$ cat config.mk
export PLATFORM = sky130hd
export DESIGN_NAME = srv6_tag_segment_acl_filter
export DESIGN_NICKNAME = d
export VERILOG_FILES = /design/src/stvf_pkg.sv /design/src/srv6_tag_segment_acl_filter.sv /design/src/stvf_front.sv /design/src/stvf_queue.sv /design/src/stvf_back.sv
export SDC_FILE = /design/constraint.sdc
export NUM_CORES = 1
export LEC_CHECK = 0
export BUFFER_PORTS_ARGS = -buffer_cell sky130_fd_sc_hd__buf_4
export CORE_MARGIN = 8
export CORE_UTILIZATION = 59
export DETAILED_ROUTE_END_ITERATION = 8
export PLACE_DENSITY = 0.79
export SLEW_MARGIN = 25
export SYNTH_ARGS = -nofsm -noshare
export SYNTH_HDL_FRONTEND = slang
export SYNTH_HIERARCHICAL = 1
export SYNTH_SLANG_ARGS = --single-unit
$ cat constraint.sdc
create_clock -name clk_i -period 3.7 [get_ports clk_i]
set_clock_uncertainty 0.15 [all_clocks]
set_input_delay 0.185 -clock clk_i [delete_from_list [all_inputs] [get_ports clk_i]]
set_output_delay 0.185 -clock clk_i [all_outputs]
set_load 0.01 [all_outputs]
$ cat src/stvf_pkg.sv
// shared types and constants for the srv6 tag/segment acl filter
`default_nettype none

package stvf_pkg;

  // packet byte positions and header codes
  localparam int unsigned PosW = 7;
  localparam logic [PosW-1:0] PktMinLen   = 7'd64;
  localparam logic [PosW-1:0] PosVersion  = 7'd0;
  localparam logic [PosW-1:0] PosNextHdr  = 7'd6;
  localparam logic [PosW-1:0] PosRtType   = 7'd42;
  localparam logic [PosW-1:0] PosTagHi    = 7'd46;
  localparam logic [PosW-1:0] PosTagLo    = 7'd47;
  localparam logic [PosW-1:0] PosSegFirst = 7'd48;
  localparam logic [PosW-1:0] PosFullPrev = 7'd63;

  localparam logic [3:0] Ipv6Version = 4'd6;
  localparam logic [7:0] NhRouting   = 8'd43;
  localparam logic [7:0] RtTypeSrh   = 8'd4;

  // configuration register indexes
  localparam int unsigned CfgIdxW = 2;
  typedef enum logic [CfgIdxW-1:0] {
    CFG_TAG     = 2'd0,
    CFG_SEG_HI  = 2'd1,
    CFG_SEG_LO  = 2'd2
  } cfg_idx_e;

  typedef logic [PosW-1:0] pos_t;

  // one classified byte as handed from the front to the back
  typedef struct packed {
    logic [7:0] data;
    logic       last;
    logic       hdr_bad;   // version, next header or routing type mismatch
    logic       seg_miss;  // segment byte differs from configured address
    logic       tag_hi;    // byte is the upper tag byte
    logic       tag_lo;    // byte is the lower tag byte
    logic       full;      // at least 64 bytes seen including this one
  } cls_t;

  // queue head toward the back part
  typedef struct packed {
    logic valid;
    cls_t item;
  } q_head_t;

endpackage

`default_nettype wire

$ cat src/srv6_tag_segment_acl_filter.sv
// top level of the srv6 routing header tag/segment acl filter
//
// channel   | direction | beat contents
// s_axis    | in        | tdata[7:0] packet_byte, tlast end_of_packet
// m_axis    | out       | tdata[0] drop_packet, tdata[7:1] zero
// cfg       | in        | cfg_idx_i 0 tag, 1 segment high, 2 segment low
//
// takes one packet byte per cycle while the queue has room
// one verdict per packet, valid once the last beat has left the queue and reached the output register
// a last beat waits at the queue head while the output register holds a verdict not yet taken
// the front and the back each stall on their own; output stall backs up the queue
// reset clears position, packet state, queue and output; no clearing pass

`default_nettype none

module srv6_tag_segment_acl_filter #(
  parameter int unsigned QueueDepth = 4
) (
  input  wire logic                          clk_i,
  input  wire logic                          rst_ni,
  input  wire logic                          s_axis_tvalid,
  output logic                               s_axis_tready,
  input  wire logic [7:0]                    s_axis_tdata,   // [7:0] packet_byte
  input  wire logic                          s_axis_tlast,   // end_of_packet
  output logic                               m_axis_tvalid,
  input  wire logic                          m_axis_tready,
  output logic [7:0]                         m_axis_tdata,   // [0] drop_packet
  input  wire logic                          cfg_we_i,
  input  wire logic [stvf_pkg::CfgIdxW-1:0]  cfg_idx_i,
  input  wire logic [63:0]                   cfg_data_i
);

  logic [15:0]       tag_cfg_q;
  logic [63:0]       seg_hi_q;
  logic [63:0]       seg_lo_q;
  logic              push;
  logic              pop;
  logic              q_full;
  stvf_pkg::cls_t    cls;
  stvf_pkg::q_head_t head;
  logic              out_drop;

  // configuration registers
  always_ff @(posedge clk_i or negedge rst_ni) begin
    if (!rst_ni) begin
      tag_cfg_q <= '0;
      seg_hi_q  <= '0;
      seg_lo_q  <= '0;
    end else if (cfg_we_i) begin
      unique case (cfg_idx_i)
        stvf_pkg::CFG_TAG:    tag_cfg_q <= cfg_data_i[15:0];
        stvf_pkg::CFG_SEG_HI: seg_hi_q  <= cfg_data_i;
        stvf_pkg::CFG_SEG_LO: seg_lo_q  <= cfg_data_i;
        default: ;
      endcase
    end
  end

  // input handshake
  assign s_axis_tready = !q_full;
  assign push          = s_axis_tvalid && s_axis_tready;

  stvf_front u_front (
    .clk_i    (clk_i),
    .rst_ni   (rst_ni),
    .push_i   (push),
    .data_i   (s_axis_tdata),
    .last_i   (s_axis_tlast),
    .seg_hi_i (seg_hi_q),
    .seg_lo_i (seg_lo_q),
    .cls_o    (cls)
  );

  stvf_queue #(
    .Depth (QueueDepth)
  ) u_queue (
    .clk_i  (clk_i),
    .rst_ni (rst_ni),
    .push_i (push),
    .item_i (cls),
    .pop_i  (pop),
    .full_o (q_full),
    .head_o (head)
  );

  stvf_back u_back (
    .clk_i       (clk_i),
    .rst_ni      (rst_ni),
    .head_i      (head),
    .pop_o       (pop),
    .tag_cfg_i   (tag_cfg_q),
    .out_valid_o (m_axis_tvalid),
    .out_drop_o  (out_drop),
    .out_ready_i (m_axis_tready)
  );

  assign m_axis_tdata = {7'b0, out_drop};

  // checks
  a_no_push_full: assert property (@(posedge clk_i) disable iff (!rst_ni)
    push |-> !q_full) else $error("push into full queue");

  a_no_pop_empty: assert property (@(posedge clk_i) disable iff (!rst_ni)
    pop |-> head.valid) else $error("pop from empty queue");

  a_last_gives_verdict: assert property (@(posedge clk_i) disable iff (!rst_ni)
    (pop && head.item.last) |=> m_axis_tvalid) else $error("verdict not presented");

  a_out_held: assert property (@(posedge clk_i) disable iff (!rst_ni)
    (m_axis_tvalid && !m_axis_tready) |=> (m_axis_tvalid && $stable(m_axis_tdata)))
    else $error("output overwritten while stalled");

endmodule

`default_nettype wire

$ cat src/stvf_front.sv
// front part: byte position tracking and per-byte classification
`default_nettype none

module stvf_front (
  input  wire logic                 clk_i,
  input  wire logic                 rst_ni,
  input  wire logic                 push_i,      // beat accepted this cycle
  input  wire logic [7:0]           data_i,
  input  wire logic                 last_i,
  input  wire logic [63:0]          seg_hi_i,
  input  wire logic [63:0]          seg_lo_i,
  output stvf_pkg::cls_t            cls_o
);

  stvf_pkg::pos_t pos_q, pos_d;
  logic           in_hdr;
  logic           in_seg;
  logic [3:0]     seg_idx;
  logic [63:0]    seg_word;
  logic [2:0]     byte_sel;
  logic [7:0]     exp_byte;

  // positions below 64 are examined, later ones ignored
  assign in_hdr  = (pos_q < stvf_pkg::PktMinLen);
  assign in_seg  = in_hdr && (pos_q >= stvf_pkg::PosSegFirst);
  assign seg_idx = pos_q[3:0];

  // expected segment byte, first byte most significant
  assign seg_word = seg_idx[3] ? seg_lo_i : seg_hi_i;
  assign byte_sel = 3'd7 - seg_idx[2:0];
  assign exp_byte = seg_word[{byte_sel, 3'b000} +: 8];

  // classify the incoming byte
  always_comb begin
    cls_o.data     = data_i;
    cls_o.last     = last_i;
    cls_o.hdr_bad  = ((pos_q == stvf_pkg::PosVersion) && (data_i[7:4] != stvf_pkg::Ipv6Version))
                  || ((pos_q == stvf_pkg::PosNextHdr) && (data_i != stvf_pkg::NhRouting))
                  || ((pos_q == stvf_pkg::PosRtType) && (data_i != stvf_pkg::RtTypeSrh));
    cls_o.seg_miss = in_seg && (data_i != exp_byte);
    cls_o.tag_hi   = (pos_q == stvf_pkg::PosTagHi);
    cls_o.tag_lo   = (pos_q == stvf_pkg::PosTagLo);
    cls_o.full     = (pos_q >= stvf_pkg::PosFullPrev);
  end

  // saturating position counter, cleared after the last beat
  always_comb begin
    pos_d = pos_q;
    if (push_i) begin
      if (last_i) begin
        pos_d = '0;
      end else if (in_hdr) begin
        pos_d = pos_q + 7'd1;
      end
    end
  end

  always_ff @(posedge clk_i or negedge rst_ni) begin
    if (!rst_ni) begin
      pos_q <= '0;
    end else begin
      pos_q <= pos_d;
    end
  end

endmodule

`default_nettype wire

$ cat src/stvf_queue.sv
// short queue between front and back parts
`default_nettype none

module stvf_queue #(
  parameter int unsigned Depth = 4
) (
  input  wire logic            clk_i,
  input  wire logic            rst_ni,
  input  wire logic            push_i,
  input  wire stvf_pkg::cls_t  item_i,
  input  wire logic            pop_i,
  output logic                 full_o,
  output stvf_pkg::q_head_t    head_o
);

  localparam int unsigned PtrW = (Depth > 1) ? $clog2(Depth) : 1;
  localparam int unsigned CntW = $clog2(Depth + 1);
  localparam logic [PtrW-1:0] PtrMax = PtrW'(Depth - 1);
  localparam logic [CntW-1:0] CntMax = CntW'(Depth);

  stvf_pkg::cls_t  mem_q [Depth];
  logic [PtrW-1:0] wr_ptr_q, rd_ptr_q;
  logic [CntW-1:0] cnt_q;

  assign full_o      = (cnt_q == CntMax);
  assign head_o.valid = (cnt_q != '0);
  assign head_o.item  = mem_q[rd_ptr_q];

  // storage
  always_ff @(posedge clk_i) begin
    if (push_i) begin
      mem_q[wr_ptr_q] <= item_i;
    end
  end

  // pointers and fill count
  always_ff @(posedge clk_i or negedge rst_ni) begin
    if (!rst_ni) begin
      wr_ptr_q <= '0;
      rd_ptr_q <= '0;
      cnt_q    <= '0;
    end else begin
      if (push_i) begin
        wr_ptr_q <= (wr_ptr_q == PtrMax) ? '0 : wr_ptr_q + PtrW'(1);
      end
      if (pop_i) begin
        rd_ptr_q <= (rd_ptr_q == PtrMax) ? '0 : rd_ptr_q + PtrW'(1);
      end
      if (push_i && !pop_i) begin
        cnt_q <= cnt_q + CntW'(1);
      end else if (pop_i && !push_i) begin
        cnt_q <= cnt_q - CntW'(1);
      end
    end
  end

endmodule

`default_nettype wire

$ cat src/stvf_back.sv
// back part: per-packet accumulation and verdict register
`default_nettype none

module stvf_back (
  input  wire logic              clk_i,
  input  wire logic              rst_ni,
  input  wire stvf_pkg::q_head_t head_i,
  output logic                   pop_o,
  input  wire logic [15:0]       tag_cfg_i,
  output logic                   out_valid_o,
  output logic                   out_drop_o,
  input  wire logic              out_ready_i
);

  logic        hv_q, hv_d;
  logic [15:0] tag_q, tag_d;
  logic        seg_q, seg_d;
  logic        verdict;
  logic        out_valid_q;
  logic        out_drop_q;

  // non-last beats always drain; a last beat needs room in the output register
  assign pop_o = head_i.valid && (!head_i.item.last || !out_valid_q || out_ready_i);

  // state updated by the head beat
  always_comb begin
    hv_d  = hv_q && !head_i.item.hdr_bad;
    seg_d = seg_q && !head_i.item.seg_miss;
    tag_d = tag_q;
    if (head_i.item.tag_hi) begin
      tag_d[15:8] = head_i.item.data;
    end
    if (head_i.item.tag_lo) begin
      tag_d[7:0] = head_i.item.data;
    end
  end

  assign verdict = hv_d && head_i.item.full && ((tag_d == tag_cfg_i) || seg_d);

  // packet state, cleared after each last beat
  always_ff @(posedge clk_i or negedge rst_ni) begin
    if (!rst_ni) begin
      hv_q  <= 1'b1;
      tag_q <= '0;
      seg_q <= 1'b1;
    end else if (pop_o) begin
      if (head_i.item.last) begin
        hv_q  <= 1'b1;
        tag_q <= '0;
        seg_q <= 1'b1;
      end else begin
        hv_q  <= hv_d;
        tag_q <= tag_d;
        seg_q <= seg_d;
      end
    end
  end

  // output register
  always_ff @(posedge clk_i or negedge rst_ni) begin
    if (!rst_ni) begin
      out_valid_q <= 1'b0;
    end else if (pop_o && head_i.item.last) begin
      out_valid_q <= 1'b1;
    end else if (out_ready_i) begin
      out_valid_q <= 1'b0;
    end
  end

  always_ff @(posedge clk_i) begin
    if (pop_o && head_i.item.last) begin
      out_drop_q <= verdict;
    end
  end

  assign out_valid_o = out_valid_q;
  assign out_drop_o  = out_drop_q;

endmodule

`default_nettype wire

==> impl.org, run 1 <==
** Hold path
- Class of the worst hold path :: in2reg
- HP Start :: s_axis_tvalid

** Synth
- The synthesized design devotes to its leading area cell type 37.8% of total area.
- The cell area that synthesis handed to floorplanning was 11600 um^2.
- In the synthesized netlist, the number of instances is 711.
- During synthesis, Yosys emitted a total of 6 warnings.
- In this run the mean area of a mapped cell was 16.3 um^2.
- Sorting the synthesized cells by area gives the leading types as sky130_fd_sc_hd__dfrtp_1, sky130_fd_sc_hd__mux2_4, sky130_fd_sc_hd__edfxtp_1.
- The synthesized design contains 57 enable-type register cells.
- Most instantiated library cell after synthesis :: sky130_fd_sc_hd__dfrtp_1
- Most numerous cell types in the synthesized netlist :: sky130_fd_sc_hd__dfrtp_1, sky130_fd_sc_hd__mux2_4, sky130_fd_sc_hd__edfxtp_1, sky130_fd_sc_hd__mux4_2, sky130_fd_sc_hd__mux2i_1
- Number of flip-flops and latches in the synthesized netlist :: 234
- Most used flip-flop cell after synthesis :: sky130_fd_sc_hd__dfrtp_1
- Ys async rst share :: 75.6%
- Sequential elements use 53.0% of the synthesized area.
- Distinct cell type count of the synthesized netlist :: 61
- Library cell occupying the most area in the post-synthesis netlist :: sky130_fd_sc_hd__dfrtp_1

** Drt
- The count of nets left with antenna violations once routing finished came out at 0.
- Via density per instance :: 5.82
- DR vias :: 6666
- After detailed routing, the number of remaining DRC violations is 0.
- Wire length per cell :: 21.9 um
- Summed over all layers, the routed wires come to 25.1 mm.
- 1st-pass router iterations :: 5
- After the first detailed-routing iteration, the DRC count stood at 492.

** Place
- Detailed placement ended at an HPWL of 16.9 mm.
- During placement, the flow inserted port buffers numbering 82.
- Setup Slack @ Placement :: 0.595 ns
- In this run the cell area measured after placement is 12100 um^2.
- The congestion estimate from routability-driven global placement came to 0.880.

** Critical path
- STA classifies the critical path startpoint as a register.
- Launch point of the worst path :: u_front/pos_q[3]
- Traced cell by cell, the critical path runs through mux4_1, mux4_2, xor2_1, nor3_1, a311oi_1.
- In this run the critical register-to-register path is launched from u_front/pos_q[3].
- The cell family contributing the most delay on the critical path is multiplexers.
- Highest net fanout along the worst path :: 21
- Data arrival, critical path :: 3.24 ns
- The setup path with the least slack is of type reg2reg.
- Required arrival time at the worst endpoint :: 3.79 ns
- Endpoint kind of the worst setup timing path :: register
- The largest single stage delay on the critical path is 0.80 ns.
- Sum of buffers and inverters on the critical path :: 0
- The slowest stage of the critical path is the sky130_fd_sc_hd__dfrtp_2 cell.

** Power
- Leakage Power :: 6.03 nW
- Maximum vdd drop :: 0.415 mV
- Dividing total power by cell area gives a power density of 666 nW/um^2.

** Global routing
- Wire length of the first global-routing pass :: 40.3 mm
- Global-route usage over all layers :: 21.0%
- For this run, global-route usage on met1 was measured as 27.4%.
- The initial antenna violation count was 0.
- The layer flagged by global routing as most heavily used is met2.
- Total global routing overflow :: 0
- Met2 Use GR :: 35.2%
- For met3 alone, demand over resource in global routing was 3.99%.
- The number of global-route vias before repair is 7155.
- Entering global routing, the biggest net connects 87 pins.

** Layout
- Share of cells above drive strength 1 :: 36.9%
- Summing all non-filler instances in the final layout gives an area of 13700 um^2.
- Measured on the finished design, the core utilization comes to 70.6%.
- Number of antenna diodes :: 0
- The net count of the finished layout is 952.
- Compared with the post-synthesis result, the final layout area differs by 18.3%.

** STA
- The total count of max-transition violations in the final report was 0.
- The number of hold violations in the final report is 0.
- For the pin with the worst max-slew slack, the measured transition is 0.772 ns.
- Setup violations remaining at the end of the flow were counted as 0.
- Setup repair after global routing left no endpoint under its margin.
- Post-route minimum period :: 3.15 ns
- Worst slew margin relative to its limit :: 48.5%
- Setup TNS after final layout :: 0 ns
- Once routing completed, OpenROAD measured the worst setup slack at 0.551 ns.
- Final worst path period share :: 85.1%
- Static timing analysis puts the maximum clock frequency at 318 MHz.

** Floorplanning
- Area of the core region :: 19400 um^2
- Die ar. :: 24400 um^2
- Number of top-level pins :: 90
- Std cell rows :: 51
- The die is 156 um wide.
- Die Y-Extent :: 156 um
- Effective utilization at floorplan :: 59.7%

** CTS
- The tree is rooted in a sky130_fd_sc_hd__clkbuf_16.
- Max H-tree Level :: 1
- Clk Latency, worst-skew pair :: 0.53 ns
- Max Buffers Root-to-Sink :: 3
- Post CTS Setup Buffer Count :: 0
- Once the clock tree was built, the resizer swapped 0 gates to a different size.
- TritonCTS built the clock tree.
- TritonCTS sink count :: 234
- After clock tree synthesis, the clock-pin slew on the worst setup and hold paths is 0.06 ns.
- Cts bufs inserted :: 25

** Outcome
- The run finished with clean final reports.

** Run
- Max-cap violation count :: 0
## sequential cells by signal, summed over array words and instances (netlist names)
signal,cells
seg_hi_q,64
seg_lo_q,64
u_queue/mem_q,56
tag_cfg_q,16
u_back/tag_q,16
u_front/pos_q,7
u_queue/cnt_q,3
u_queue/rd_ptr_q,2
u_queue/wr_ptr_q,2
u_back/hv_q,1
u_back/out_drop_o,1
u_back/out_valid_o,1
u_back/seg_q,1
## timing repair
action / in CTS / in global routing
endpoints found under the hold margin: 272 / 0
hold buffers: 78 / 0
setup endpoints to repair: 0 / 0
## worst register-to-register path, stage by stage, from the launching register on
cell and delay (ns):
sky130_fd_sc_hd__dfrtp_2 0.80, sky130_fd_sc_hd__mux4_1 0.70, sky130_fd_sc_hd__mux4_2 0.49, sky130_fd_sc_hd__xor2_1 0.16, sky130_fd_sc_hd__nor3_1 0.08, sky130_fd_sc_hd__a311oi_1 0.50
## where the power goes
part           total (W)  internal [W]  switching, W
combinational    0.00297       0.00158       0.00139
clock            0.00248       0.00149      0.000999
sequential       0.00367       0.00326      0.000411
## routing by layer
metal | share of wire (%) | vias up
li1 | - | 2947
met1 | 42 | 3450
met2 | 50 | 223
met3 | 5.8 | 46
met4 | 2.6 | 0
met5 | 0 | -
## path summary, 6_finish.rpt
kind                       depth (start not counted)  slack, ns             endpoint
hold / removal                                     4       0.05     u_front/pos_q[6]
max in group asynchronous                          3       2.17          u_back/hv_q
min in group asynchronous                          2       0.16          seg_hi_q[9]
hold reg to reg                                    2       0.32          u_back/hv_q
setup reg to reg                                   5       0.55  u_queue/mem_q[0][3]
setup / recovery                                   5       0.55  u_queue/mem_q[0][3]
## cell type report
| type | count | area, um^2 |
|---|---|---|
| Tap cell | 265 | 332 |
| Fill cell | 1220 | 5700 |
| Multi-Input combinational cell | 411 | 4830 |
| Sequential cell | 234 | 6140 |
| Clock inverter | 8 | 92.6 |
| Timing Repair Buffer | 172 | 1520 |
| Inverter | 18 | 67.6 |
| Clock buffer | 38 | 724 |
## metrics by stage
| step | cells | hold WS [ns] | total power [W] |
|---|---|---|---|
| global route | 1146 | 0.0810 | 0.00954 |
| floorplan | 717 | -0.261 | 0.00588 |
| finish | 1146 | 0.0460 | 0.00913 |
| detailed placement | 1022 | 0.141 | 0.00658 |
| CTS | 1146 | 0.0218 | 0.00916 |
| global placement | 1022 | 0.116 | 0.00644 |
## kinds of logic after synthesis
logic type	Yosys count	share of synthesized area, %
compound gates	63	3.91
fa+ha+maj	10	1.14
flops	234	53.0
mux	228	30.8
buf+inv	72	5.52
xor+xnor	27	2.04
other cells	1	0.0324
simple gates	76	3.52
## placed cells by master, fill, tap and decap left out, types with 3 or more instances in the layout
| cell | count |
|---|---|
| sky130_fd_sc_hd__edfxtp_1 | 57 |
| sky130_fd_sc_hd__ha_1 | 9 |
| sky130_fd_sc_hd__xnor2_1 | 22 |
| sky130_fd_sc_hd__nor3_1 | 8 |
| sky130_fd_sc_hd__conb_1 | 7 |
| sky130_fd_sc_hd__xor2_1 | 5 |
| sky130_fd_sc_hd__nand3_1 | 5 |
| sky130_fd_sc_hd__mux2_4 | 120 |
| sky130_fd_sc_hd__clkinv_1 | 4 |
| sky130_fd_sc_hd__nand4_1 | 3 |
| sky130_fd_sc_hd__mux2i_2 | 3 |
| sky130_fd_sc_hd__clkbuf_8 | 5 |
| sky130_fd_sc_hd__o21ai_0 | 13 |
| sky130_fd_sc_hd__clkbuf_16 | 25 |
| sky130_fd_sc_hd__nor2_1 | 15 |
| sky130_fd_sc_hd__dlygate4sd3_1 | 78 |
| sky130_fd_sc_hd__buf_4 | 91 |
| sky130_fd_sc_hd__mux2i_1 | 30 |
| sky130_fd_sc_hd__a221oi_1 | 4 |
| sky130_fd_sc_hd__o21ai_1 | 6 |
| sky130_fd_sc_hd__dfrtp_1 | 174 |
| sky130_fd_sc_hd__inv_1 | 16 |
| sky130_fd_sc_hd__clkbuf_1 | 8 |
| sky130_fd_sc_hd__and2_1 | 4 |
| sky130_fd_sc_hd__nor4_1 | 4 |
| sky130_fd_sc_hd__mux2_2 | 27 |
| sky130_fd_sc_hd__a22o_1 | 14 |
| sky130_fd_sc_hd__mux4_2 | 37 |
| sky130_fd_sc_hd__and3_1 | 3 |
| sky130_fd_sc_hd__nand2_1 | 18 |
| sky130_fd_sc_hd__a211oi_1 | 3 |
| sky130_fd_sc_hd__mux4_1 | 11 |
| sky130_fd_sc_hd__a21oi_1 | 7 |
Note: power is estimated with default switching activity, not from simulation.
==> run 2: changes to the inputs <==
SKIP_CTS_REPAIR_TIMING = 1   (was unset)
clock period = 4.1 ns   (was 3.7 ns; I/O delays follow)
==> impl.org, run 2 (synthesis results as in run 1) <==
** Outcome
- Run status :: finished with violations
- The checks that failed: negative hold slack.

** Power
- Maximum vdd drop :: 0.327 mV
- Leakage Power :: 6.02 nW
- For this design the ratio of total power to cell area is 600 nW/um^2.

** Critical path
- Counting cells, the worst reg-to-reg path comes to 6.
- RR Startpoint :: u_front/pos_q[3]
- Max incr delay on CP :: 0.99 ns
- The worst setup path is of the reg2reg kind.
- On the critical path, the stage with the largest delay is an instance of sky130_fd_sc_hd__dfrtp_2.
- For the worst setup path, the data required time is 4.20 ns.
- STA classifies the critical path startpoint as a register.
- Data arrives at the worst endpoint at 3.41 ns.
- The signal on the critical path passes through mux4_2, o211ai_2, o31ai_1, a221oi_2, nor3_1, a311oi_1.
- The worst register-to-register path has a setup slack of 0.79 ns.
- Endpoint kind of the worst setup timing path :: register
- Of all nets on the critical path, the largest fanout is 31.
- Endpoint of the worst-slack reg-to-reg timing path :: u_queue/mem_q[2][3]

** CTS
- The tree is rooted in a sky130_fd_sc_hd__clkbuf_16.
- Max H-tree Level :: 1
- Counting along the longest clock path gives a buffer depth of 3.
- TritonCTS sink count :: 234
- Clock latency on the worst-skew pair, taken at its later pin, is 0.51 ns.
- CTS tree :: built
- Cts bufs inserted :: 24
- Clock-pin slew on the worst setup and hold paths :: 0.07 ns

** Place
- Summing all placed instances gives a cell area of 12100 um^2.
- Number of instances in the placed design :: 1023
- Setup Slack @ Placement :: 0.795 ns
- Port buffering added 82 buffers.
- At the end of routability-driven placement, the weighted congestion stood at 0.871.
- After legalization and detailed placement, the total HPWL measured 17.0 mm.

** STA
- Transition time of the tightest slew-check pin :: 0.974 ns
- Setup total negative slack on the finished layout was measured at 0 ns.
- Derived from the worst setup path, the maximum achievable clock frequency is 302 MHz.
- Worst slew margin relative to its limit :: 35.1%
- Setup violations remaining at the end of the flow were counted as 0.
- Hold Worst Slack :: -0.000364 ns
- Dividing the final minimum period by the clock period gives 80.7%.
- RSZ-0062 raised after global routing :: false
- Max-slew violation total from the final report :: 0
- The number of hold violations in the final report came to 1.
- The worst path meets setup with 0.793 ns of slack.
- The worst path needs 3.31 ns of the cycle, external delays included.

** Floorplanning
- Number of top-level pins :: 90
- Effective utilization at floorplan :: 59.7%
- The floorplan step defined a die boundary enclosing 24400 um^2.
- Die Y-Extent :: 156 um
- In this run the standard cell core region covers 19400 um^2.
- In this run the horizontal extent of the chip is 156 um.
- The initialized floorplan defines 51 standard-cell rows.

** Hold path
- The worst hold path belongs to the class in2async.

** Run
- The tool flagged a number of max-cap violations equal to 0.

** Layout
- Leaving out fill and tap cells, the most frequent cell in the layout is sky130_fd_sc_hd__dfrtp_1.
- Cell Count, Final, Fillers Out :: 1143
- The top cell types in the final layout, fill and taps aside, are sky130_fd_sc_hd__dfrtp_1, sky130_fd_sc_hd__mux2_4, sky130_fd_sc_hd__buf_4.
- Post-layout nets :: 950
- Layout overhead on the synthesized area :: 17.9%
- The finished cells cover 13700 um^2.
- Count of fill cells added during filler insertion :: 1247
- Number of antenna diodes :: 0
- Share of cells above drive strength 1 :: 37.4%
- In the final layout, the registers with the most flip-flops are seg_hi_q (64), seg_lo_q (64), u_queue/mem_q (56).

** Global routing
- Entering global routing, the biggest net connects 118 pins.
- After global routing the overflow that remains totals 0.
- The number of global-route vias before repair came to 7103.
- Antenna violations before repair :: 0
- Global-route usage over all layers :: 20.7%
- Wire length of the first global-routing pass :: 39.4 mm

** Drt
- After detailed routing, the average wire length per cell comes to 22.9 um.
- DR vias :: 6729
- In this run, the number of DRC markers left after iteration 0 of detailed routing was 468.
- Post-detailed-route count of antenna-violating nets :: 0
- 1st-pass router iterations :: 5
- Via density per instance :: 5.89
- Wires add up to 26.1 mm.
- Residual DRC count :: 0
==> run 2: changes by cell type in the layout (fill, tap and decap cells not counted), sizes merged <==
cell / before / now
inv: 18 / 17
clkbuf: 38 / 39
dlygate4sd3: 78 / 75
buf: 94 / 95
bufinv: 2 / 1
clkinv: 5 / 6
clkinvlp: 1 / 0
==> run 2: how the worst max path moves through the flow <==
stage | end | slack (ns) | startpoint
6_report | u_queue/mem_q[2][3] | 0.79 | u_front/pos_q[3]
5_1_grt | u_queue/mem_q[0][3] | 0.59 | u_front/pos_q[3]
2_1_floorplan | u_queue/cnt_q[1] | 1.49 | u_queue/rd_ptr_q[0]
4_1_cts | u_queue/mem_q[2][3] | 0.75 | u_front/pos_q[3]
3_3_place_gp | u_queue/mem_q[0][3] | 0.88 | u_front/pos_q[3]
3_5_place_dp | u_queue/mem_q[3][3] | 0.80 | u_front/pos_q[3]
==> run 2: where the power goes <==
group | internal (W) | switching, W | total, W
combinational | 0.00142 | 0.00125 | 0.00267
sequential | 0.00294 | 0.000413 | 0.00335
clock | 0.00129 | 0.000892 | 0.00218
total | 0.00565 | 0.00255 | 0.00820
==> run 2: layout make-up <==
class,count,area [um^2],share of cell area [%]
sequential,234,6140,45.0
multi-input combinational,411,4830,35.3
timing repair buffer,171,1500,11.0
clock buffer,38,734,5.38
tap,265,332,2.43
inverter,18,67.6,0.495
clock inverter,6,57.6,0.421
==> run 2: through the flow <==
step,power (W),utilization [%]
after floorplan,0.00531,-
after global placement,0.00581,62.3
after detailed placement,0.00595,62.3
after CTS,0.00816,66.4
after global routing,0.00856,70.4
final,0.00820,70.4
==> run 2: routing by layer <==
layer	share of wire (%)	wire [um]	track usage, %
met4	3.3	871	8.05
met3	6.1	1590	4.54
met2	50	13100	34.1
met5	0	0	0
met1	40	10500	26.4
==> run 2: critical path, delay by kind of cell, from the launching register on <==
family          cells  cell delay [ns]
simple gates        1             0.10
flops               1             0.99
compound gates      4             1.14
mux                 1             0.64
==> run 3: changes to the inputs <==
CORE_UTILIZATION = 55   (was 59)
PLACE_DENSITY = 0.77   (was 0.79)
clock period = 3 ns   (was 4.1 ns; I/O delays follow)
==> impl.org, run 3 (synthesis results as in run 1) <==
** Drt
- After detailed routing, the number of remaining DRC violations is 0.
- 1st-pass router iterations :: 4
- Wires add up to 27.0 mm.
- In the final routed layout, each cell accounts on average for 23.2 um.
- Post-detailed-route count of antenna-violating nets :: 0
- DR vias :: 6810
- Via density per instance :: 5.84
- DRT iter0 DRCs :: 423

** Place
- Final GP Congestion :: 0.860
- Count of input and output buffers :: 82
- Dpl hpwl :: 17.6 mm
- After detailed placement, the total cell area comes to 12200 um^2.
- After detailed placement, the design holds a cell count of 1044.

** Layout
- From synthesis to final layout, the design area changed by 19.6%.
- After filler insertion, the fill cell instance count of the layout stands at 1420.
- Share of cells above drive strength 1 :: 38.7%
- The repair_antennas step left the layout with diodes totalling 0.
- The largest registers in the layout are seg_hi_q (64), seg_lo_q (64), u_queue/mem_q (56).
- Leading cell types in the layout, fill and taps excluded :: sky130_fd_sc_hd__dfrtp_1, sky130_fd_sc_hd__mux2_4, sky130_fd_sc_hd__buf_4
- Post-layout instance area :: 13900 um^2
- Most common cell after layout, fill and taps aside :: sky130_fd_sc_hd__dfrtp_1
- Cell Count, Final, Fillers Out :: 1167
- Post-layout nets :: 964

** Power
- For this design the ratio of total power to cell area is 827 nW/um^2.
- Summed over all nets, the switching power comes to 0.00358 W.
- Int Power :: 0.00788 W
- Overall power of the completed layout :: 0.0115 W
- Of the total power, combinational logic draws 33.9%.
- Clock Power Share :: 26.8%
- For this design the static power due to leakage is 6.10 nW.
- IR analysis of the VDD net gives a maximum drop of 0.501 mV.
- Sequential cells burn 39.3% of the power.
- Switching share of power :: 31.2%

** CTS
- Max Buffers Root-to-Sink :: 3
- Max H-tree Level :: 1
- TritonCTS built the clock tree.
- Clock tree synthesis inserted a total of 25 buffers.
- After clock tree synthesis, the clock-pin slew on the worst setup and hold paths is 0.06 ns.
- TritonCTS sink count :: 234
- Cell at the root of the clock tree :: sky130_fd_sc_hd__clkbuf_16
- Clk Latency, worst-skew pair :: 0.51 ns

** Critical path
- Data arrival, critical path :: 3.07 ns
- Nature of the critical path startpoint :: register
- Data on the critical path is required at its endpoint by 3.20 ns.
- Highest net fanout along the worst path :: 16
- Start-to-end type of the worst setup path :: reg2reg
- Launch point of the worst path :: u_queue/rd_ptr_q[0]
- RR Startpoint :: u_queue/rd_ptr_q[0]
- STA classifies the critical path endpoint as a register.

** Floorplanning
- Std cell rows :: 53
- The die covers 26000 um^2.
- The floorplan step set the die width to 161 um.
- For this configuration, the core starts out at a cell density of 55.6%.
- Area of the core region :: 20800 um^2
- The floorplan step set the die height to 161 um.
- 90 I/O pins were placed.

** STA
- The final critical path takes up 95.7% of the cycle.
- RSZ-0062 raised after global routing :: false
- Measured against its own limit, the worst slew margin works out to 49.9%.
- Setup violations remaining at the end of the flow were counted as 0.
- Setup TNS after final layout :: 0 ns
- Hold Worst Slack :: -0.0307 ns
- Post-route minimum period :: 2.87 ns
- The total count of max-transition violations in the final report came to 0.
- Static timing analysis puts the maximum clock frequency at 348 MHz.
- Number of hold violations in the final report :: 38
- At the pin with the least slew margin, the transition time is 0.752 ns.

** Outcome
- Run status :: finished with violations
- The final reports fail on negative hold slack.

** Run
- Across the run, the number of max-cap violations was 0.

** Hold path
- Class of the worst hold path :: in2async

** Global routing
- The total overflow left after global routing is 0.
- Wire length of the first global-routing pass :: 40.9 mm
- Number of global-route vias before repair :: 7208
- Maximum number of pins on one net before global-route repair :: 76
- Global-route usage over all layers :: 19.7%
- Antenna violations before repair :: 0
run 3: power groups by stage:
stage | clock network (W) | registers (W) | logic [W]
final | 0.00307 | 0.00450 | 0.00388
after floorplan | 0 | 0.00433 | 0.00293
after detailed placement | 0 | 0.00453 | 0.00373
after global placement | 0 | 0.00448 | 0.00360
after global routing | 0.00326 | 0.00458 | 0.00415
after CTS | 0.00311 | 0.00449 | 0.00376
run 3: area by class of cell:
class                   instances  area (um^2)  share of cell area [%]
clock buffers                  35          707                    5.10
clock inverters                10          110                   0.795
inverters                      18         67.6                   0.488
multi-input cells             411         4840                    34.9
flip-flops and latches        234         6150                    44.4
well taps                     275          344                    2.48
repair buffers                184         1640                    11.9
run 3: path summary, 6_finish.rpt:
check | to | slack (ns) | depth (start not counted)
hold / removal | tag_cfg_q[4] | -0.03 | 2
min in group clk_i | u_front/pos_q[6] | 0.03 | 4
setup / recovery | u_back/out_drop_o | 0.13 | 7
hold reg to reg | u_back/hv_q | 0.32 | 2
setup reg to reg | u_back/out_drop_o | 0.13 | 7
max in group asynchronous | seg_lo_q[40] | 1.92 | 3
run 3: per-layer routing:
layer	track usage (%)	vias to the layer above	part of all wire (%)
met5	0	-	0
met4	8.16	0	3.9
met3	3.05	68	4.9
met2	33.3	240	51
met1	25.1	3530	41
li1	-	2972	-
run 3: through the flow:
stage | util (%) | setup slack (ns)
after floorplan | - | 0.395
after global placement | 58.8 | 0.170
final | 66.5 | 0.130
after detailed placement | 58.8 | 0.137
after CTS | 62.7 | 0.0713
after global routing | 66.5 | 0.0326
run 3: worst max-delay path, stage by stage (launching register included):
cell and delay [ns]:
sky130_fd_sc_hd__dfrtp_1 0.40, sky130_fd_sc_hd__buf_12 0.19, sky130_fd_sc_hd__mux4_2 0.70, sky130_fd_sc_hd__mux2i_1 0.26, sky130_fd_sc_hd__xnor2_1 0.11, sky130_fd_sc_hd__nor4_2 0.37, sky130_fd_sc_hd__nand4_1 0.27, sky130_fd_sc_hd__a211oi_2 0.25
